===== src/rtl/core/wsd_pkg.sv =====
`default_nettype none

package wsd_pkg;

    localparam int TEMP_W   = 16;
    localparam int TIME_W   = 48;
    localparam int WINDOW_W = 32;
    localparam int CFG_W    = 32;
    localparam int CFG_IDX_W = 2;

    localparam logic [1:0] OP_START  = 2'd0;
    localparam logic [1:0] OP_SAMPLE = 2'd1;
    localparam logic [1:0] OP_TICK   = 2'd2;

    localparam logic [1:0] MODE_IDLE    = 2'd0;
    localparam logic [1:0] MODE_HEATING = 2'd1;
    localparam logic [1:0] MODE_DONE    = 2'd2;

    localparam logic [CFG_IDX_W-1:0] REG_STABLE_DELTA  = 2'd0;
    localparam logic [CFG_IDX_W-1:0] REG_STABLE_WINDOW = 2'd1;
    localparam logic [CFG_IDX_W-1:0] REG_NEAR_TARGET   = 2'd2;
    localparam logic [CFG_IDX_W-1:0] REG_TIMEOUT       = 2'd3;

    typedef enum logic [2:0] {
        ST_IDLE = 3'b001,
        ST_HEAT = 3'b010,
        ST_DONE = 3'b100
    } state_t;

    typedef struct packed {
        logic [1:0]               mode;
        logic                     stable_event;
        logic                     timeout_event;
        logic signed [TEMP_W-1:0] last_temperature;
    } result_t;

endpackage

`default_nettype wire


===== src/rtl/core/warmup_stability_detector_unit.sv =====
`default_nettype none

// Warmup stability detector. Each transaction (start, temperature sample or
// time tick) produces exactly one result transaction carrying the mode after
// the item, stable and timeout flags and the latest sample temperature. All
// decisions for an item are made combinationally from the current state and
// the accepted input: one 49-bit timestamp subtract and compare per window and
// two 17-bit temperature differences. A new item is accepted every cycle while
// in_stall is low; a two-entry output stage (result register plus skid register)
// holds results while the downstream side stalls, and in_stall rises only
// when both entries are full. Configuration writes take effect on the next
// cycle and must only be issued while the block is idle.

module warmup_stability_detector_unit (
    input  wire logic                              clk,
    input  wire logic                              rst_n,
    input  wire logic                              cfg_write,
    input  wire logic [wsd_pkg::CFG_IDX_W-1:0]     cfg_index,
    input  wire logic [wsd_pkg::CFG_W-1:0]         cfg_data,
    input  wire logic                              in_valid,
    output      logic                              in_stall,
    input  wire logic [1:0]                        operation,
    input  wire logic signed [wsd_pkg::TEMP_W-1:0] temperature,
    input  wire logic [wsd_pkg::TIME_W-1:0]        timestamp_ms,
    output      logic                              out_valid,
    input  wire logic                              out_stall,
    output      logic [1:0]                        mode,
    output      logic                              stable_event,
    output      logic                              timeout_event,
    output      logic signed [wsd_pkg::TEMP_W-1:0] last_temperature
);
    import wsd_pkg::*;

    logic [TEMP_W-1:0]   stable_delta_reg;
    logic [WINDOW_W-1:0] stable_window_reg;
    logic [TEMP_W-1:0]   near_target_reg;
    logic [WINDOW_W-1:0] timeout_reg;

    state_t                   state_reg, state_next;
    logic                     have_ref_reg, have_ref_next;
    logic [TIME_W-1:0]        ref_time_reg, ref_time_next;
    logic                     have_anchor_reg, have_anchor_next;
    logic signed [TEMP_W-1:0] anchor_temp_reg, anchor_temp_next;
    logic [TIME_W-1:0]        anchor_time_reg, anchor_time_next;
    logic signed [TEMP_W-1:0] target_reg, target_next;
    logic signed [TEMP_W-1:0] latest_reg, latest_next;

    result_t out_reg, skid_reg, result;
    logic    out_valid_reg, skid_valid_reg;

    logic in_acc;
    logic out_acc;

    logic [TIME_W:0]       anchor_diff;
    logic [TIME_W:0]       ref_diff;
    logic [TIME_W-1:0]     ref_eff;
    logic                  anchor_elapsed;
    logic                  timeout_hit;
    logic signed [TEMP_W:0] dev_diff;
    logic signed [TEMP_W:0] tgt_diff;
    logic [TEMP_W:0]       dev_abs;
    logic [TEMP_W:0]       tgt_abs;
    logic                  dev_big;
    logic                  near_ok;
    logic                  stable_hit;
    logic                  timeout_fire;

    assign in_stall = skid_valid_reg;
    assign in_acc   = in_valid & ~in_stall;
    assign out_acc  = out_valid_reg & ~out_stall;

    assign out_valid        = out_valid_reg;
    assign mode             = out_reg.mode;
    assign stable_event     = out_reg.stable_event;
    assign timeout_event    = out_reg.timeout_event;
    assign last_temperature = out_reg.last_temperature;

    always_comb
    begin
        anchor_diff    = {1'b0, timestamp_ms} - {1'b0, anchor_time_reg};
        anchor_elapsed = ~anchor_diff[TIME_W] &&
                         (anchor_diff[TIME_W-1:0] >=
                          {{(TIME_W-WINDOW_W){1'b0}}, stable_window_reg});
        ref_eff        = have_ref_reg ? ref_time_reg : timestamp_ms;
        ref_diff       = {1'b0, timestamp_ms} - {1'b0, ref_eff};
        timeout_hit    = ~ref_diff[TIME_W] &&
                         (ref_diff[TIME_W-1:0] >=
                          {{(TIME_W-WINDOW_W){1'b0}}, timeout_reg});
        dev_diff       = {temperature[TEMP_W-1], temperature}
                         - {anchor_temp_reg[TEMP_W-1], anchor_temp_reg};
        tgt_diff       = {target_reg[TEMP_W-1], target_reg}
                         - {temperature[TEMP_W-1], temperature};
        dev_abs        = dev_diff[TEMP_W] ? 17'(-dev_diff) : 17'(dev_diff);
        tgt_abs        = tgt_diff[TEMP_W] ? 17'(-tgt_diff) : 17'(tgt_diff);
        dev_big        = dev_abs > {1'b0, stable_delta_reg};
        near_ok        = tgt_abs <= {1'b0, near_target_reg};
    end

    always_comb
    begin
        state_next       = state_reg;
        have_ref_next    = have_ref_reg;
        ref_time_next    = ref_time_reg;
        have_anchor_next = have_anchor_reg;
        anchor_temp_next = anchor_temp_reg;
        anchor_time_next = anchor_time_reg;
        target_next      = target_reg;
        latest_next      = latest_reg;
        stable_hit       = 1'b0;
        timeout_fire     = 1'b0;
        unique case (operation)
            OP_START:
            begin
                target_next      = temperature;
                state_next       = ST_HEAT;
                have_ref_next    = 1'b0;
                ref_time_next    = '0;
                have_anchor_next = 1'b0;
                anchor_temp_next = '0;
                anchor_time_next = '0;
            end
            OP_SAMPLE:
            begin
                latest_next = temperature;
                if (state_reg == ST_HEAT)
                begin
                    have_ref_next = 1'b1;
                    ref_time_next = ref_eff;
                    if (!have_anchor_reg || dev_big)
                    begin
                        have_anchor_next = 1'b1;
                        anchor_temp_next = temperature;
                        anchor_time_next = timestamp_ms;
                    end
                    else if (anchor_elapsed && near_ok)
                    begin
                        stable_hit = 1'b1;
                        state_next = ST_DONE;
                    end
                    if (!stable_hit && timeout_hit)
                    begin
                        timeout_fire = 1'b1;
                        state_next   = ST_DONE;
                    end
                end
            end
            OP_TICK:
            begin
                if (state_reg == ST_HEAT)
                begin
                    have_ref_next = 1'b1;
                    ref_time_next = ref_eff;
                    if (timeout_hit)
                    begin
                        timeout_fire = 1'b1;
                        state_next   = ST_DONE;
                    end
                end
            end
            default:
            begin
            end
        endcase
    end

    always_comb
    begin
        unique case (state_next)
            ST_HEAT: result.mode = MODE_HEATING;
            ST_DONE: result.mode = MODE_DONE;
            default: result.mode = MODE_IDLE;
        endcase
        result.stable_event     = stable_hit;
        result.timeout_event    = timeout_fire;
        result.last_temperature = latest_next;
    end

    always_ff @(posedge clk or negedge rst_n)
    begin
        if (!rst_n)
        begin
            stable_delta_reg  <= TEMP_W'(8);
            stable_window_reg <= WINDOW_W'(30000);
            near_target_reg   <= TEMP_W'(32);
            timeout_reg       <= WINDOW_W'(600000);
        end
        else if (cfg_write)
        begin
            unique case (cfg_index)
                REG_STABLE_DELTA:  stable_delta_reg  <= cfg_data[TEMP_W-1:0];
                REG_STABLE_WINDOW: stable_window_reg <= cfg_data[WINDOW_W-1:0];
                REG_NEAR_TARGET:   near_target_reg   <= cfg_data[TEMP_W-1:0];
                REG_TIMEOUT:       timeout_reg       <= cfg_data[WINDOW_W-1:0];
                default:
                begin
                end
            endcase
        end
    end

    always_ff @(posedge clk or negedge rst_n)
    begin
        if (!rst_n)
        begin
            state_reg       <= ST_IDLE;
            have_ref_reg    <= 1'b0;
            ref_time_reg    <= '0;
            have_anchor_reg <= 1'b0;
            anchor_temp_reg <= '0;
            anchor_time_reg <= '0;
            target_reg      <= '0;
            latest_reg      <= '0;
        end
        else if (in_acc)
        begin
            state_reg       <= state_next;
            have_ref_reg    <= have_ref_next;
            ref_time_reg    <= ref_time_next;
            have_anchor_reg <= have_anchor_next;
            anchor_temp_reg <= anchor_temp_next;
            anchor_time_reg <= anchor_time_next;
            target_reg      <= target_next;
            latest_reg      <= latest_next;
        end
    end

    // advance the output stage; park a result in the skid slot when held
    always_ff @(posedge clk or negedge rst_n)
    begin
        if (!rst_n)
        begin
            out_valid_reg  <= 1'b0;
            skid_valid_reg <= 1'b0;
        end
        else if (out_acc || !out_valid_reg)
        begin
            if (skid_valid_reg)
            begin
                out_valid_reg  <= 1'b1;
                skid_valid_reg <= 1'b0;
            end
            else
            begin
                out_valid_reg <= in_acc;
            end
        end
        else if (in_acc)
        begin
            skid_valid_reg <= 1'b1;
        end
    end

    always_ff @(posedge clk)
    begin
        if (out_acc || !out_valid_reg)
        begin
            if (skid_valid_reg)
            begin
                out_reg <= skid_reg;
            end
            else if (in_acc)
            begin
                out_reg <= result;
            end
        end
        else if (in_acc)
        begin
            skid_reg <= result;
        end
    end

endmodule

`default_nettype wire


===== config.mk =====
export PLATFORM = sky130hd
export DESIGN_NAME = warmup_stability_detector_unit
export DESIGN_NICKNAME = d
export VERILOG_FILES = /design/src/rtl/core/wsd_pkg.sv /design/src/rtl/core/warmup_stability_detector_unit.sv
export SDC_FILE = /design/constraint.sdc
export NUM_CORES = 1
export LEC_CHECK = 0
export BUFFER_PORTS_ARGS = -buffer_cell sky130_fd_sc_hd__buf_2
export CAP_MARGIN = 20
export CORE_AREA = 2 2 217 219
export DETAILED_ROUTE_END_ITERATION = 12
export DIE_AREA = 0 0 219 221
export GPL_ROUTABILITY_DRIVEN = 0
export MAX_ROUTING_LAYER = met4
export PLACE_DENSITY_LB_ADDON = 0.25
export SYNTH_ARGS = -nofsm -noshare
export SYNTH_HDL_FRONTEND = slang
export SYNTH_SLANG_ARGS = --single-unit

===== constraint.sdc =====
create_clock -name clk -period 7.7 [get_ports clk]
set_clock_uncertainty 0.15 [all_clocks]
set_input_delay 1.155 -clock clk [delete_from_list [all_inputs] [get_ports clk]]
set_output_delay 1.155 -clock clk [all_outputs]
set_load 0.03 [all_outputs]

### Word level (Yosys, flattened, before mapping)

Cells that the tools add are included.

| operators by class | value |
|---|---|
| equality and inequality tests | 11 |
| bitwise logic cells | 7 |
| $add $sub $neg | 6 |
| order comparisons | 4 |
| multiplexer cells | 41 |
| reductions and logical operators | 25 |

Operator list:

| operator | number |
|---|---|
| two-way mux 48 bit | 4 |
| case mux 48 bit (2 select lines) | 2 |
| subtractor 48 x 48 -> 49 bit | 2 |
| >= comparator 48 x 32 -> 1 bit | 2 |
| two-way mux 16 bit | 3 |
| two-way mux 20 bit | 2 |
| two-way mux 17 bit | 2 |
| negation 17 bit | 2 |
| subtractor 16 x 16 -> 17 bit | 2 |
| case mux 16 bit (2 select lines) | 1 |
| two-way mux 3 bit | 6 |
| greater-than comparator 17 x 16 -> 1 bit | 1 |
| <= comparator 17 x 16 -> 1 bit | 1 |
| two-way mux 1 bit | 16 |
| AND reduction 2 bit | 7 |
| case mux 3 bit (3 select lines) | 1 |
| nonzero test 2 bit | 4 |
| equality test 2 bit (second input constant) | 3 |
| equality test 3 x 2 -> 1 bit (second input constant) | 2 |
| case mux 1 bit (2 select lines) | 3 |
| inverter 1 bit | 5 |
| equality test 2 x 1 -> 1 bit (second input constant) | 2 |
| logical AND 1 bit | 4 |
| logical NOT 2 bit | 2 |
| 10 further kinds | 15 |

| word-level totals | value |
|---|---|
| logic and storage cells | 116 |
| output and inout port bits | 22 |
| bits in registers | 287 |

### Logic depth before layout (Yosys ltp)

| logic depth | value |
|---|---|
| depth after elaboration | 18 |
| depth in mapped cells | 27 |
| gate-level depth less buffers | 26 |

### Least setup slack after synthesis

Ideal clock, no wire load.

| path | value |
|---|---|
| kind | input port to flip-flop |
| from | input timestamp_ms[0] (netlist name) |
| to | register out_reg, in the netlist timeout_event, data pin |
| stages on the path | 25 |
| data arrival time | 5.933 ns |
| required time | 7.290 ns |
| setup time | 0.260 ns |
| slack | 1.357 ns |
| cell sequence | inv_1 -> o21ai_0 -> ha_1 -> inv_1 -> fa_1 -> a211oi_2 -> o211ai_2 -> a21boi_1 -> a31o_2 -> o21ai_0 -> a21oi_1 -> xnor2_1 -> ha_1 -> nand2_1 -> nor2_1 -> a211oi_1 -> o221a_2 -> o2111ai_1 -> a2111oi_2 -> o2111ai_1 -> a2111o_1 -> or4b_4 -> and2_1 -> o2111a_1 -> mux2_2 |

RTL lines:

| what | line | text |
|---|---|---|
| start: declaration | warmup_stability_detector_unit.sv:24 | `input wire logic [wsd_pkg::TIME_W-1:0] timestamp_ms,` |
| end signal: assignment | warmup_stability_detector_unit.sv:259 | `out_reg <= skid_reg;` |
| end signal: assignment | warmup_stability_detector_unit.sv:263 | `out_reg <= result;` |
| end: declaration | warmup_stability_detector_unit.sv:48 | `result_t out_reg, skid_reg, result;` |

### Final worst setup path

| path | value |
|---|---|
| from | register have_ref_reg |
| to | register out_reg, in the netlist mode[1], data pin |

| on the way | value |
|---|---|
| word-level cells in the longest chain between the ends | 12 |
| elaborated cells between the ends (all ways) | 16 |
| those cells by class | 1 x add/sub; 1 x order compare; 2 x eq/ne; 9 x mux; 1 x bitwise; 2 x reduce/logical |

RTL lines:

| what | line | text |
|---|---|---|
| start: declaration | warmup_stability_detector_unit.sv:40 | `logic have_ref_reg, have_ref_next;` |
| start signal: assignment | warmup_stability_detector_unit.sv:217 | `have_ref_reg <= have_ref_next;` |
| two-way mux 48 bit * | warmup_stability_detector_unit.sv:84 | `ref_eff = have_ref_reg ? ref_time_reg : timestamp_ms;` |
| subtractor 48 x 48 -> 49 bit * | warmup_stability_detector_unit.sv:85 | `ref_diff = {1'b0, timestamp_ms} - {1'b0, ref_eff};` |
| >= comparator 48 x 32 -> 1 bit / inverter 1 bit (equally long branches) | warmup_stability_detector_unit.sv:87, warmup_stability_detector_unit.sv:86 |  |
| logical AND 1 bit * | warmup_stability_detector_unit.sv:86 | `timeout_hit = ~ref_diff[TIME_W] &&` |
| logical AND 1 bit | warmup_stability_detector_unit.sv:140 | `if (!stable_hit && timeout_hit)` |
| two-way mux 3 bit | warmup_stability_detector_unit.sv:140 |  |
| two-way mux 3 bit | warmup_stability_detector_unit.sv:125 | `if (state_reg == ST_HEAT)` |
| case mux 3 bit (3 select lines) * | warmup_stability_detector_unit.sv:111 | `unique case (operation)` |
| equality test 3 bit / equality test 3 x 2 -> 1 bit (equally long branches) | warmup_stability_detector_unit.sv:168 | `unique case (state_next)` |
| case mux 2 bit (2 select lines) * | warmup_stability_detector_unit.sv:168 |  |
| two-way mux 20 bit * | warmup_stability_detector_unit.sv:261 | `else if (in_acc)` |
| two-way mux 20 bit * | warmup_stability_detector_unit.sv:257 | `if (skid_valid_reg)` |

Mark *: on every way between the ends. The rest lies on a longest branch, timed or not. The select of a mux whose other input is x is not followed.
A chain may end at the register's enable or synchronous reset.

==> qor.csv <==
metric;value;unit
Routed Wire Length;66500;microns
register area share after synthesis;0.326;
crit-path max cell delay;0.89;ns
root buf cell;clkbuf_16;
worst path cell trace;nand2_1 -> o21ai_0 -> ha_1 -> inv_1 -> fa_1 -> a211oi_2 -> o211ai_2 -> a21boi_1 -> or2_2 -> nand2_1 -> xor2_1 -> ha_1 -> a21o_1 -> a21oi_1 -> o211ai_1 -> o31ai_1 -> o2111ai_1 -> a2111oi_2 -> o2111ai_1 -> a2111o_1 -> or4b_4 -> a41o_1 -> a31oi_4 -> o41ai_1;
Worst-Skew Late Latency;0.57;ns
Post-synth top flop;dfrtp_1;
Yosys top cell area share;0.252;
post-synthesis cell area;22700;sq um
chip width;219;microns
Multi-input gate area;14100;sq um
Synth area leader;dfrtp_1;
most frequent cell after synthesis;nand2_1;
Hold Vio Cnt, Final;0;
Clock transition at path regs;0.06;ns
total number of vias;20000;
synth top area cells;dfrtp_1, ha_1, mux2_2;
max-cap violations;0;
Slew Viols, Final;0;
warnings from Yosys;0;
Synth Area in Simple Gates;0.161;
Gate Count Post-Synth;2591;
Synth Area in Compound Gates;0.198;
DP Area;23900;sq um
Reg area;7410;sq um
CP max-delay cell;dfrtp_2;
largest family of logic cells by synthesized area;compound AO/OA/AOI/OAI gates;
overall die height;221;microns
Mapped Nets;2930;
Final setup viols;0;
Layout area overhead;10.7;%
Filler Cell Count;4192;
Synth Area in Adders;0.130;
RSZ-0062 raised after global routing;no;
Leak;11.2;nW
WP data required;7.82;ns
1st-iter DRT viols;1499;
outcome;finished, final reports clean;
Wirelength per Cell;20.1;microns
EDFF count, synth;40;
share of cells above drive strength 1;0.151;
DR vias/cell;6.04;
Hold-fix buffers, CTS;0;
NumNets Final;3014;
Hold WC Path Type;reg -> reg;
cell area power density;353;nW/um^2
setup bufs post-CTS;0;
crit share post-route;0.899;
vias in the first global route;19700;
Rows;79;
total core area;46100;sq um
total track usage;0.279;
antenna violations before repair;9;
flop and latch count out of synthesis;287;
synth unique cells;103;
Critical Path AT;7.05;ns
clk sink count;287;
Post-synth ARST share;0.861;
Detailed Routing Iterations Pass 1;9;
Max IR drop VDD;0.186;mV
ANT nets after route;0;
Clock Tree Buf Depth;3;
die area;48400;sq um
final instance area;25200;sq um
mux cell area share after synthesis;0.0827;
Worst setup EP type;flop;
CTS tree;done;
XOR/XNOR Fraction of Synth Area;0.0435;
post-DP HPWL;50900;microns
CP startpoint kind;flop;
Starting Density;0.494;
top cells by count, synth;nand2_1, ha_1, dfrtp_1;
H-tree levels;2;
min Tclk post-route;6.93;ns
largest net degree at the start of global routing;166;
slew of the pin with the lowest slew margin;1.08;ns
io pins;127;
fmax;144;MHz
Syn Area/Cell;8.78;sq um
Crit Path Category;reg -> reg;
port bufs;126;
global-route wire length before repair;105000;microns
crit-path max FO;23;
Setup TNS;0;ns
Worst slew margin;0.283;
DRC errors left;0;
number of buffers created by CTS;35;
total gr overflow;0;
# resized after CTS;0;
-- logic make-up (layout without fill, tap and decap cells) --
| family | Yosys count | count (layout) |
|---|---|---|
| simple gates | 744 | 744 |
| compound gates | 720 | 720 |
| buf+inv | 320 | 431 |
| flops | 287 | 287 |
| fa+ha+maj | 234 | 234 |
| mux | 173 | 173 |
| xor+xnor | 113 | 113 |
| other cells | 0 | 5 |
-- where the power goes --
part	switching, W	leakage (nW)	internal [W]
sequential	0.000182	3.48	0.00189
clock	0.000702	0.602	0.00108
combinational	0.00301	7.12	0.00201
-- metal layers --
| layer | part of all wire | track usage | up-vias | routed length, microns |
|---|---|---|---|---|
| met4 | 0.037 | 0.102 | 0 | 2440 |
| li1 | - | - | 9525 | - |
| met5 | 0 | - | - | 0 |
| met1 | 0.41 | 0.337 | 9650 | 27200 |
| met3 | 0.070 | 0.0458 | 162 | 4640 |
| met2 | 0.49 | 0.469 | 688 | 32300 |
-- through the flow --
stage,power [W],std cells,worst slack (ns),hold WS [ns],util
6_report,0.00888,3314,0.775,0.316,0.546
2_1_floorplan,0.00578,2591,1.36,0.289,-
5_1_grt,0.00953,3314,0.357,0.349,0.546
3_5_place_dp,0.00699,3243,0.433,0.307,0.518
4_1_cts,0.00882,3307,0.730,0.321,0.545
3_3_place_gp,0.00683,3242,0.539,0.303,0.518
-- worst max-delay path: cells and delay by family (launching register included) --
kind	cells	cell delay (ns)
AO/OA/AOI/OAI	15	3.37
adder cells (fa/ha/maj)	3	0.97
flip-flops	1	0.89
buffers and inverters	1	0.06
XOR/XNOR	1	0.16
AND/OR/NAND/NOR	4	1.07
-- area by class of cell --
class,count,share of cell area
Antenna cell,5,0.000497
Clock buffer,42,0.0370
Clock inverter,22,0.0123
Inverter,215,0.0321
Multi-Input combinational cell,1984,0.558
Sequential cell,287,0.294
Tap cell,607,0.0302
Timing Repair Buffer,152,0.0353
-- cells in the final DEF, fill, tap and decap left out, drive strengths merged, types with 42 or more instances in the layout --
cell type,n
xor2,46
mux2,119
a21oi,190
a21o,46
mux2i,54
nand2,262
nor2,123
xnor2,67
inv,217
dfrtp,229
o21ai,249
nand4,49
buf,152
nand3,115
clkbuf,42
ha,230
-- worst paths after layout --
path	start	endpoint	slack [ns]	cells past startpoint
hold reg to reg	latest_reg[10]$_DFFE_PN0P_	latest_reg[10]$_DFFE_PN0P_	0.32	2
hold / removal	latest_reg[10]$_DFFE_PN0P_	latest_reg[10]$_DFFE_PN0P_	0.32	2
setup / recovery	have_ref_reg$_DFFE_PN0P_	mode[1]$_DFFE_PP_	0.77	24
max in group asynchronous	rst_n	have_ref_reg$_DFFE_PN0P_	5.52	2
setup reg to reg	have_ref_reg$_DFFE_PN0P_	mode[1]$_DFFE_PP_	0.77	24
min in group asynchronous	rst_n	anchor_time_reg[13]$_DFFE_PN0P_	0.45	1
No activity file was read; power rests on OpenSTA's default activity.
